File: src/rtl/core/rmtc_pkg.sv
// shared types and constants of the cartridge mapper classifier
package rmtc_pkg;

    localparam int SCORE_W = 18;
    localparam logic [SCORE_W-1:0] SCORE_MAX = '1;

    localparam logic [7:0]  STORE_OPCODE = 8'h32;
    localparam logic [7:0]  CHAR_A       = 8'h41;
    localparam logic [7:0]  CHAR_B       = 8'h42;
    localparam logic [63:0] SIG_NEO8     = 64'h524F_4D5F_4E45_4F38;
    localparam logic [63:0] SIG_NEO16    = 64'h524F_4D5F_4E45_3136;
    localparam int          SIG_START    = 16;
    localparam int          SIG_LEN      = 8;
    localparam int          PAGE_ONE     = 16'h4000;

    localparam logic [23:0] SIZE_MIN       = 24'd8192;
    localparam logic [23:0] SIZE_MAX_VALID = 24'd10485760;
    localparam logic [23:0] SIZE_16K       = 24'd16384;
    localparam logic [23:0] SIZE_32K       = 24'd32768;
    localparam logic [23:0] SIZE_48K       = 24'd49152;

    // bank-switch addresses seen after a store opcode
    localparam logic [15:0] ADDR_4000 = 16'h4000;
    localparam logic [15:0] ADDR_8000 = 16'h8000;
    localparam logic [15:0] ADDR_A000 = 16'hA000;
    localparam logic [15:0] ADDR_5000 = 16'h5000;
    localparam logic [15:0] ADDR_9000 = 16'h9000;
    localparam logic [15:0] ADDR_B000 = 16'hB000;
    localparam logic [15:0] ADDR_6800 = 16'h6800;
    localparam logic [15:0] ADDR_7800 = 16'h7800;
    localparam logic [15:0] ADDR_77FF = 16'h77FF;
    localparam logic [15:0] ADDR_6000 = 16'h6000;
    localparam logic [15:0] ADDR_7000 = 16'h7000;

    localparam logic [3:0] MT_UNKNOWN  = 4'd0;
    localparam logic [3:0] MT_PLAIN16K = 4'd1;
    localparam logic [3:0] MT_PLAIN32K = 4'd2;
    localparam logic [3:0] MT_SCC      = 4'd3;
    localparam logic [3:0] MT_LINEAR   = 4'd4;
    localparam logic [3:0] MT_ASCII8   = 4'd5;
    localparam logic [3:0] MT_ASCII16  = 4'd6;
    localparam logic [3:0] MT_BANK8K   = 4'd7;
    localparam logic [3:0] MT_NEO8     = 4'd8;
    localparam logic [3:0] MT_NEO16    = 4'd9;

    localparam logic PADDR_IMG_SIZE = 1'b0;

    typedef struct packed {
        logic       fire;
        logic [7:0] data;
        logic       last_flag;
    } beat_t;

    function automatic logic [7:0] sig_byte(input logic [63:0] sig, input logic [2:0] k);
        logic [2:0] idx;
        idx = 3'(3'd7 - k);
        return sig[{idx, 3'b000} +: 8];
    endfunction

endpackage

File: src/rtl/core/rom_mapper_type_classifier_top.sv
// cartridge image mapper classifier: top level with register port and beat staging
// the mapper code is registered into the result register when the beat flagged last leaves the input register
// throughput: one byte beat per cycle while byte_stall is low, set by the combinational scan and score update
// a last beat waits in the input register only while a finished code is held stalled in the result register
// reset: asynchronous active low; clears scan state, image size and both valid flags
module rom_mapper_type_classifier_top #(
    parameter int ANALYSIS_LIMIT = 131072
) (
    input  logic        clk,
    input  logic        rst_n,
    input  logic        psel,
    input  logic        penable,
    input  logic        pwrite,
    input  logic [2:0]  paddr,
    input  logic [31:0] pwdata,
    output logic [31:0] prdata,
    output logic        pready,
    input  logic        byte_valid,
    output logic        byte_stall,
    input  logic [7:0]  data_byte,
    input  logic        last,
    output logic        result_valid,
    input  logic        result_stall,
    output logic [3:0]  mapper_type
);
    import rmtc_pkg::*;

    logic [23:0] img_size_reg;
    logic        in_valid_reg;
    logic [7:0]  in_data_reg;
    logic        in_last_reg;
    logic        out_valid_reg;
    logic [3:0]  out_type_reg;
    logic        res_free;
    logic        proc;
    logic [3:0]  mapper_type_next;
    beat_t       beat;

    assign pready = 1'b1;
    assign prdata = (paddr[2] == PADDR_IMG_SIZE) ? {8'h00, img_size_reg} : 32'h0;

    always_ff @(posedge clk or negedge rst_n)
    begin
        if (!rst_n)
            img_size_reg <= '0;
        else if (psel && penable && pwrite && pready && paddr[2] == PADDR_IMG_SIZE)
            img_size_reg <= pwdata[23:0];
    end

    // a last beat waits until the result register has room
    assign res_free   = !out_valid_reg || !result_stall;
    assign proc       = in_valid_reg && (!in_last_reg || res_free);
    assign byte_stall = in_valid_reg && !proc;

    assign beat = '{fire: proc, data: in_data_reg, last_flag: in_last_reg};

    always_ff @(posedge clk or negedge rst_n)
    begin
        if (!rst_n)
            in_valid_reg <= 1'b0;
        else if (!byte_stall)
            in_valid_reg <= byte_valid;
    end

    always_ff @(posedge clk)
    begin
        if (!byte_stall && byte_valid)
        begin
            in_data_reg <= data_byte;
            in_last_reg <= last;
        end
    end

    rmtc_scan #(
        .ANALYSIS_LIMIT (ANALYSIS_LIMIT)
    ) u_scan (
        .clk              (clk),
        .rst_n            (rst_n),
        .beat             (beat),
        .img_size         (img_size_reg),
        .mapper_type_next (mapper_type_next)
    );

    always_ff @(posedge clk or negedge rst_n)
    begin
        if (!rst_n)
            out_valid_reg <= 1'b0;
        else if (proc && in_last_reg)
            out_valid_reg <= 1'b1;
        else if (!result_stall)
            out_valid_reg <= 1'b0;
    end

    always_ff @(posedge clk)
    begin
        if (proc && in_last_reg)
            out_type_reg <= mapper_type_next;
    end

    assign result_valid = out_valid_reg;
    assign mapper_type  = out_type_reg;

endmodule

File: src/rtl/core/rmtc_scan.sv
// scan state, score update and mapper decision for one byte beat
module rmtc_scan #(
    parameter int ANALYSIS_LIMIT = 131072
) (
    input  logic               clk,
    input  logic               rst_n,
    input  rmtc_pkg::beat_t    beat,
    input  logic [23:0]        img_size,
    output logic [3:0]         mapper_type_next
);
    import rmtc_pkg::*;

    localparam int PW = $clog2(ANALYSIS_LIMIT + 1);
    localparam logic [PW-1:0] LIMIT_POS = PW'(ANALYSIS_LIMIT);
    localparam logic [PW-1:0] POS_MARK0 = PW'(1);
    localparam logic [PW-1:0] POS_MARK1 = PW'(PAGE_ONE + 1);
    localparam logic [PW-1:0] POS_SIG_LO = PW'(SIG_START);
    localparam logic [PW-1:0] POS_SIG_HI = PW'(SIG_START + SIG_LEN);
    localparam logic [PW-1:0] POS_THREE = PW'(3);

    logic [23:0]        recent_reg, recent_next;
    logic [PW-1:0]      pos_reg, pos_next;
    logic               start_reg, start_next;
    logic               page1_reg, page1_next;
    logic               neo8_reg, neo8_next;
    logic               neo16_reg, neo16_next;
    logic [SCORE_W-1:0] pl_reg, pl_next;
    logic [SCORE_W-1:0] so_reg, so_next;
    logic [SCORE_W-1:0] e8_reg, e8_next;
    logic [SCORE_W-1:0] s16_reg, s16_next;

    logic               take;
    logic               store_hit;
    logic [15:0]        addr;
    logic [1:0]         w_pl, w_so, w_e8, w_s16;
    logic [SCORE_W-1:0] pl_upd, so_upd, e8_upd, s16_upd, e8_vote;
    logic               sig_full;
    logic               sz_bad;
    logic               so_win, pl_win, e8_win, s16_win;

    function automatic logic [SCORE_W-1:0] sat_add(input logic [SCORE_W-1:0] s,
                                                   input logic [1:0] w);
        logic [SCORE_W:0] sum;
        sum = {1'b0, s} + {{(SCORE_W-1){1'b0}}, w};
        return sum[SCORE_W] ? SCORE_MAX : sum[SCORE_W-1:0];
    endfunction

    assign take      = pos_reg < LIMIT_POS;
    assign addr      = {recent_reg[7:0], recent_reg[15:8]};
    assign store_hit = (pos_reg >= POS_THREE) && (recent_reg[23:16] == STORE_OPCODE);

    always_comb
    begin
        w_pl  = 2'd0;
        w_so  = 2'd0;
        w_e8  = 2'd0;
        w_s16 = 2'd0;
        if (store_hit)
        begin
            unique case (addr)
                ADDR_4000, ADDR_8000, ADDR_A000: w_pl = 2'd2;
                ADDR_5000, ADDR_9000, ADDR_B000: w_so = 2'd2;
                ADDR_6800, ADDR_7800:            w_e8 = 2'd3;
                ADDR_77FF:                       w_s16 = 2'd2;
                ADDR_6000:
                begin
                    w_pl  = 2'd2;
                    w_so  = 2'd2;
                    w_e8  = 2'd1;
                    w_s16 = 2'd2;
                end
                ADDR_7000:
                begin
                    w_so  = 2'd2;
                    w_e8  = 2'd1;
                    w_s16 = 2'd2;
                end
                default: ;
            endcase
        end
    end

    // updated state for this beat, before any clearing on last
    always_comb
    begin
        recent_next = recent_reg;
        pos_next    = pos_reg;
        start_next  = start_reg;
        page1_next  = page1_reg;
        neo8_next   = neo8_reg;
        neo16_next  = neo16_reg;
        pl_upd      = pl_reg;
        so_upd      = so_reg;
        e8_upd      = e8_reg;
        s16_upd     = s16_reg;
        if (take)
        begin
            pl_upd  = sat_add(pl_reg, w_pl);
            so_upd  = sat_add(so_reg, w_so);
            e8_upd  = sat_add(e8_reg, w_e8);
            s16_upd = sat_add(s16_reg, w_s16);
            if (pos_reg == POS_MARK0)
                start_next = (recent_reg[7:0] == CHAR_A) && (beat.data == CHAR_B);
            if (pos_reg == POS_MARK1)
                page1_next = (recent_reg[7:0] == CHAR_A) && (beat.data == CHAR_B);
            if (pos_reg >= POS_SIG_LO && pos_reg < POS_SIG_HI)
            begin
                if (beat.data != sig_byte(SIG_NEO8, pos_reg[2:0]))
                    neo8_next = 1'b0;
                if (beat.data != sig_byte(SIG_NEO16, pos_reg[2:0]))
                    neo16_next = 1'b0;
            end
            recent_next = {recent_reg[15:0], beat.data};
            pos_next    = pos_reg + 1'b1;
        end
        pl_next  = pl_upd;
        so_next  = so_upd;
        e8_next  = e8_upd;
        s16_next = s16_upd;
    end

    // decision on the updated state
    always_comb
    begin
        sig_full = pos_next >= POS_SIG_HI;
        sz_bad   = (img_size > SIZE_MAX_VALID) || (img_size < SIZE_MIN);
        e8_vote  = (e8_upd == SCORE_W'(1)) ? '0 : e8_upd;
        so_win   = (so_upd > pl_upd) && (so_upd > e8_vote) && (so_upd > s16_upd);
        pl_win   = (pl_upd > so_upd) && (pl_upd > e8_vote) && (pl_upd > s16_upd);
        e8_win   = (e8_vote > pl_upd) && (e8_vote > so_upd) && (e8_vote > s16_upd);
        s16_win  = (s16_upd > pl_upd) && (s16_upd > so_upd) && (s16_upd > e8_vote);
        priority if (sz_bad)
            mapper_type_next = MT_UNKNOWN;
        else if (start_next && img_size == SIZE_16K)
            mapper_type_next = MT_PLAIN16K;
        else if (start_next && img_size <= SIZE_32K)
            mapper_type_next = page1_next ? MT_LINEAR : MT_PLAIN32K;
        else if (start_next && sig_full && neo8_next)
            mapper_type_next = MT_NEO8;
        else if (start_next && sig_full && neo16_next)
            mapper_type_next = MT_NEO16;
        else if (page1_next && img_size == SIZE_48K)
            mapper_type_next = MT_LINEAR;
        else if (img_size <= SIZE_32K)
            mapper_type_next = MT_UNKNOWN;
        else if (so_win)
            mapper_type_next = MT_SCC;
        else if (pl_win)
            mapper_type_next = MT_BANK8K;
        else if (e8_win)
            mapper_type_next = MT_ASCII8;
        else if (s16_win || s16_upd == so_upd)
            mapper_type_next = MT_ASCII16;
        else
            mapper_type_next = MT_UNKNOWN;
    end

    always_ff @(posedge clk or negedge rst_n)
    begin
        if (!rst_n)
        begin
            recent_reg <= '0;
            pos_reg    <= '0;
            start_reg  <= 1'b0;
            page1_reg  <= 1'b0;
            neo8_reg   <= 1'b1;
            neo16_reg  <= 1'b1;
            pl_reg     <= '0;
            so_reg     <= '0;
            e8_reg     <= '0;
            s16_reg    <= '0;
        end
        else if (beat.fire)
        begin
            if (beat.last_flag)
            begin
                // image done, back to a clean scan
                recent_reg <= '0;
                pos_reg    <= '0;
                start_reg  <= 1'b0;
                page1_reg  <= 1'b0;
                neo8_reg   <= 1'b1;
                neo16_reg  <= 1'b1;
                pl_reg     <= '0;
                so_reg     <= '0;
                e8_reg     <= '0;
                s16_reg    <= '0;
            end
            else
            begin
                recent_reg <= recent_next;
                pos_reg    <= pos_next;
                start_reg  <= start_next;
                page1_reg  <= page1_next;
                neo8_reg   <= neo8_next;
                neo16_reg  <= neo16_next;
                pl_reg     <= pl_next;
                so_reg     <= so_next;
                e8_reg     <= e8_next;
                s16_reg    <= s16_next;
            end
        end
    end

endmodule

File: config.mk
export PLATFORM = sky130hd
export DESIGN_NAME = rom_mapper_type_classifier_top
export DESIGN_NICKNAME = d
export VERILOG_FILES = /design/src/rtl/core/rmtc_pkg.sv /design/src/rtl/core/rom_mapper_type_classifier_top.sv /design/src/rtl/core/rmtc_scan.sv
export SDC_FILE = /design/constraint.sdc
export NUM_CORES = 1
export LEC_CHECK = 0
export CAP_MARGIN = 20
export CORE_UTILIZATION = 40
export CTS_BUF_LIST = sky130_fd_sc_hd__clkbuf_2 sky130_fd_sc_hd__clkbuf_4 sky130_fd_sc_hd__clkbuf_8
export DETAILED_ROUTE_END_ITERATION = 8
export DONT_BUFFER_PORTS = 1
export PLACE_DENSITY = 0.65
export SLEW_MARGIN = 25
export SYNTH_ARGS = -nofsm -noshare
export SYNTH_HDL_FRONTEND = slang
export SYNTH_SLANG_ARGS = --single-unit
File: constraint.sdc
create_clock -name clk -period 9.4 [get_ports clk]
set_input_delay 1.88 -clock clk [delete_from_list [all_inputs] [get_ports clk]]
set_output_delay 1.88 -clock clk [all_outputs]
set_load 0.005 [all_outputs]
==> results of run 1 <==
==> metrics by stage <==
stage / power [mW] / area [um2] / hold slack [ps] / cells / utilization, %
floorplan: 1.03 / 12200 / 449 / 1407 / -
global placement: 1.08 / 12400 / 467 / 1722 / 41.5
detailed placement: 1.09 / 12400 / 475 / 1722 / 41.5
CTS: 1.63 / 12800 / 494 / 1754 / 42.8
global route: 1.69 / 12800 / 542 / 1754 / 42.8
finish: 1.62 / 12800 / 497 / 1754 / 42.8
==> worst reg2reg max path, cell delays in order (launching register included) <==
cell and delay (ps):
dfrtp_1 590, ha_1 430, nor4b_1 100, nor2_1 150, nand4_1 140, nor2_1 190
ha_1 200, inv_1 60, fa_1 420, nor2b_1 350, nand2_1 130, nor4_2 730
nor2_1 170, nand2_1 190, o22ai_1 250, nand4_1 210, o31a_1 200, ha_1 160
inv_1 40, a21o_1 140, a31oi_1 160, a31oi_1 130, a2111oi_1 810, nor4_1 200
nor3_1 430, o32ai_1 230
==> area by class of cell <==
type	count	area [um2]	share of cell area (%)
Sequential cell	157	4000	31.3
Multi-Input combinational cell	1097	7550	59.2
Clock inverter	14	156	1.23
Tap cell	390	488	3.82
Inverter	69	259	2.03
Clock buffer	18	241	1.89
Timing Repair Buffer	9	67.6	0.529
==> Yosys cell counts, drive strengths merged, types with 9 or more instances <==
cell type and instances:
a21oi 105, a31oi 17, a22o 31, nand2 144, a221oi 11, nand4 40, inv 69, nor2 87
and2 12, a21o 35, nand2b 12, nor2b 35, mux2i 9, dfrtp 142, and3 27, and4 13
o22a 19, nor4 19, ha 124, o22ai 12, nand3 50, xor2 23, edfxtp 13, nor3 27
mux2 27, o21ai 85, buf 31, xnor2 15, clkbuf 53
==> final timing paths <==
kind	start	endpoint	slack, ps
max in group asynchronous	rst_n	u_scan.neo16_reg	8050
worst min-delay path	u_scan.start_reg	u_scan.start_reg	500
worst min register to register	u_scan.start_reg	u_scan.start_reg	500
worst max register to register	u_scan.pos_reg[1]	mapper_type[0]	2310
min in group asynchronous	rst_n	u_scan.pl_reg[15]	1080
worst max-delay path	u_scan.pos_reg[1]	mapper_type[0]	2310
==> metal layers <==
metal  vias up  global-route usage, %
li1       5041                      -
met2       309                   34.1
met3        49                   3.54
met1      5165                   29.1
met4         0                   7.44
met5         -                      0
==> logic make-up after synthesis <==
logic type / count (synthesis) / synth area share (%)
and+or+nand+nor: 508 / 21.9
AOI/OAI and AO/OA: 381 / 20.7
DFF: 157 / 32.7
buffers and inverters: 153 / 5.76
adders and majority gates: 125 / 12.9
xor gates and xnor gates: 38 / 2.73
muxes: 36 / 3.23
other: 2 / 0.0615
==> where the power goes <==
group          switching (mW)  internal [mW]
sequential             0.0777          0.736
clock                   0.294          0.245
combinational           0.148          0.116
total                   0.520           1.10
==> placed cells by master (no fill, tap or decap), drive strengths merged, types with 23 or more instances in the layout <==
cell type  synthesis  layout
ha               124     124
nand3             50      50
inv               69      76
a22o              31      31
nand4             40      40
nor2b             35      35
nor2              87      87
dfrtp            142     142
nand2            144     144
a21o              35      35
and3              27      27
mux2              27      27
nor3              27      27
xor2              23      23
a21oi            105     105
o21ai             85      85
==> impl_metrics.tcl, run 1 <==
set metrics [dict create \
    postCtsResizedCells 0 \
    path_max_fanout 10 \
    core-area_mm2 0.0298 \
    hold_viol 0 \
    die_y_um 177 \
    path_buf_inv 2 \
    wl_met2_um 15000 \
    synth_top_area_share_pct 29.1 \
    vias 10564 \
    required_ps 9590 \
    drtAntennaViolNets 0 \
    synth-edff-count 13 \
    tightest_slew_ps 957 \
    crit_path_start_kind "register" \
    rsz0062_at_grt "no" \
    max_freq_mhz 141 \
    clkSinkCount 157 \
    synth_seq_cells 157 \
    ys_warn_count 0 \
    io_buffer_count 0 \
    hold_class "register to register" \
    drc 0 \
    grt_start_max_net_pins 145 \
    wire_per_inst_um 18.5 \
    wl_met1_um 15200 \
    p_leak_nw 5.92 \
    synth_cell_types 90 \
    cp_num_cells 25 \
    setup-tns-final_ps 0 \
    num_rows 63 \
    fillers 2899 \
    postSynthAreaPerCell_um2 8.72 \
    path_clk_slew_ps 90 \
    outcome "completed" \
    vdd_drop_max_mv 0.0828 \
    cts_tree "yes" \
    synthArstFlopShare_pct 91.7 \
    antenna_found_initial 0 \
    hold_buffers 0 \
    firstDrtPassIters 6 \
    min_period_ps 7090 \
    max_stage_delay_ps 810 \
    grt-ovfl-total 0 \
    criticalPathCategory "register to register" \
    grt_usage_pct 21.4 \
    clock_skew_ps 15.3 \
    maxCapViolations 0 \
    finalWorstSetupSlack_ps 2310 \
    gp_congestion 0.883 \
    worstSetupEndpointType "register" \
    post_cts_buffers 0 \
    final.period_utilization_pct 75.5 \
    cts_made_buffers 17 \
    setup_viol 0 \
    clock_latency_ps 490 \
    die_x_um 177 \
    cts_root_buf "clkbuf_8" \
    syn_to_final_growth_pct 4.58 \
    cellPowerDensity_mw_per_mm2 127 \
    syn_inst 1400 \
    cp.arrival_ps 7280 \
    synthFlopType "dfrtp_1" \
    start_util_pct 41.0 \
    netlist_top_cells_area "dfrtp_1, ha_1, nand2_1, a21oi_1, edfxtp_1" \
    drt_wl_total_um 32400 \
    critical_path.top_delay_family "simple AND/OR/NAND/NOR gates" \
    ys_seq_area_share_pct 32.7 \
    io-pin-count 90 \
    drtIter0Drc 701 \
    grt_pass1_wl_um 53100 \
    pre_cts_slack_ps 2420 \
    drive_gt1_share_pct 7.70 \
    n_antenna_cell 0 \
    slowest_stage "a2111oi_1" \
    grt_pass1_vias 10091 \
    cts_max_path_buffers 2 \
    htree_num_levels 4 \
    fin_nets 1527 \
    syn_area_mm2 0.0122 \
    max_slew_margin_pct 35.7 \
    holdPathStages 2 \
    drv_slew 0 \
    r2r_cells 25 \
    via_per_inst 6.02 \
    hpwl_um 23500 \
    highest_layer "met4" \
    dieArea_mm2 0.0312 \
    yosysTopAreaCell "dfrtp_1" \
    met3_length_um 1500 \
]
(Power assumes the default switching activity.)
==> run 2, diff against run 1 <==
==> constraint.sdc (replaced) <==
create_clock -name clk -period 6.8 [get_ports clk]
set_input_delay 1.36 -clock clk [delete_from_list [all_inputs] [get_ports clk]]
set_output_delay 1.36 -clock clk [all_outputs]
set_load 0.005 [all_outputs]
==> impl_metrics.tcl, run 2 (same netlist as run 1, synthesis figures left out) <==
set metrics [dict create \
    outcome "completed" \
    wire_per_inst_um 18.3 \
    layoutNonFillerInstCount 1764 \
    drt_wl_total_um 32200 \
    path_max_fanout 15 \
    crit_path_start_kind "register" \
    n_antenna_cell 0 \
    gp_congestion 0.873 \
    core-area_mm2 0.0298 \
    min_period_ps 6250 \
    setup-tns-final_ps 0 \
    grt_pass1_wl_um 52400 \
    grt_pass1_vias 9921 \
    dieArea_mm2 0.0312 \
    fillers 2948 \
    cts_tree "yes" \
    clkSinkCount 157 \
    path_clk_slew_ps 100 \
    cts_max_path_buffers 2 \
    max_freq_mhz 160 \
    cp.arrival_ps 6480 \
    drc 0 \
    firstDrtPassIters 6 \
    cts_root_buf "clkbuf_8" \
    grt-ovfl-total 0 \
    io-pin-count 90 \
    final_util_pct 43.0 \
    drv_slew 0 \
    drive_gt1_share_pct 8.52 \
    worstSetupEndpointType "register" \
    power_mw 2.22 \
    required_ps 7030 \
    die_x_um 177 \
    pre_cts_slack_ps 570 \
    finalWorstSetupSlack_ps 546 \
    die_y_um 177 \
    cts_made_buffers 17 \
    max_slew_margin_pct 43.0 \
    antenna_found_initial 0 \
    dp_cells 1732 \
    num_rows 63 \
    htree_num_levels 4 \
    tightest_slew_ps 855 \
    layout_commonest_cell "nand2_1" \
    grt_usage_pct 21.1 \
    final.period_utilization_pct 92.0 \
    fin_nets 1537 \
    clock_latency_ps 500 \
    via_per_inst 5.96 \
    drtIter0Drc 723 \
    mostFrequentLayoutCells "nand2_1, dfrtp_1, ha_1, a21oi_1, nor2_1" \
    clock_skew_ps 19.6 \
    rsz0062_at_grt "no" \
    p_leak_nw 5.97 \
    stdcell_area_mm2 0.0128 \
    post_cts_buffers 0 \
    io_buffer_count 0 \
    hold_class "register to register" \
    vdd_drop_max_mv 0.138 \
    grt_start_max_net_pins 145 \
    vias 10518 \
    hold_viol 0 \
    cellPowerDensity_mw_per_mm2 173 \
    drtAntennaViolNets 0 \
    criticalPathCategory "register to register" \
    maxCapViolations 0 \
    start_util_pct 41.0 \
    hpwl_um 23400 \
    syn_to_final_growth_pct 5.09 \
    whs_ps 491 \
    setup_viol 0 \
    placed_cell_area_mm2 0.0124 \
]
-- run 2: path summary, 6_finish.rpt --
kind                            depth (start not counted)           endpoint               from  slack (ps)
worst max register to register                         24     mapper_type[2]  u_scan.pos_reg[4]         550
max in group asynchronous                               0   u_scan.neo16_reg              rst_n        5970
min in group asynchronous                               0  u_scan.e8_reg[11]              rst_n         560
worst max-delay path                                   24     mapper_type[2]  u_scan.pos_reg[4]         550
worst min-delay path                                    2   u_scan.start_reg   u_scan.start_reg         490
worst min register to register                          2   u_scan.start_reg   u_scan.start_reg         490
-- run 2: layout make-up --
type	count	area [um2]	share of cell area (%)
Multi-Input combinational cell	1097	7550	58.9
Sequential cell	157	4000	31.2
Tap cell	390	488	3.80
Inverter	69	259	2.02
Clock buffer	18	241	1.88
Clock inverter	14	144	1.12
Timing Repair Buffer	19	143	1.11
-- run 2: timing repair --
| action | CTS | global route |
|---|---|---|
| hold buffers | 0 | 0 |
| setup endpoints to repair | 0 | 2 |
| gates resized for setup | 0 | 2 |
-- run 2: worst max-delay path: stages, from the launching register on --
cell and delay, ps:
dfrtp_1 640, nor2_1 110, nor4b_1 170, nor2_1 150, nand4_1 140, or2_2 330, nor2b_1 270, ha_1 240
ha_1 140, nor2b_1 210, and2_1 310, and3_1 230, and3_1 210, and2_0 290, nand2_1 130, xor2_1 160
nand2_1 150, ha_1 330, nand4_1 170, nor4bb_2 430, a221oi_1 200, o211a_1 180, or4_1 590, nand4_1 140
o21ai_2 50
-- run 2: power breakdown --
group / switching, mW / total, mW / leakage, nW / internal (mW)
clock: 0.426 / 0.735 / 0.203 / 0.308
combinational: 0.207 / 0.370 / 3.72 / 0.163
sequential: 0.103 / 1.12 / 2.05 / 1.02
-- run 2: layer usage --
| metal | wire length, um | share of wire [%] | global-route usage, % |
|---|---|---|---|
| met5 | 0 | 0 | 0 |
| met4 | 595 | 1.8 | 6.11 |
| met3 | 1350 | 4.2 | 3.24 |
| met2 | 15300 | 47 | 34.7 |
| met1 | 15000 | 47 | 28.7 |
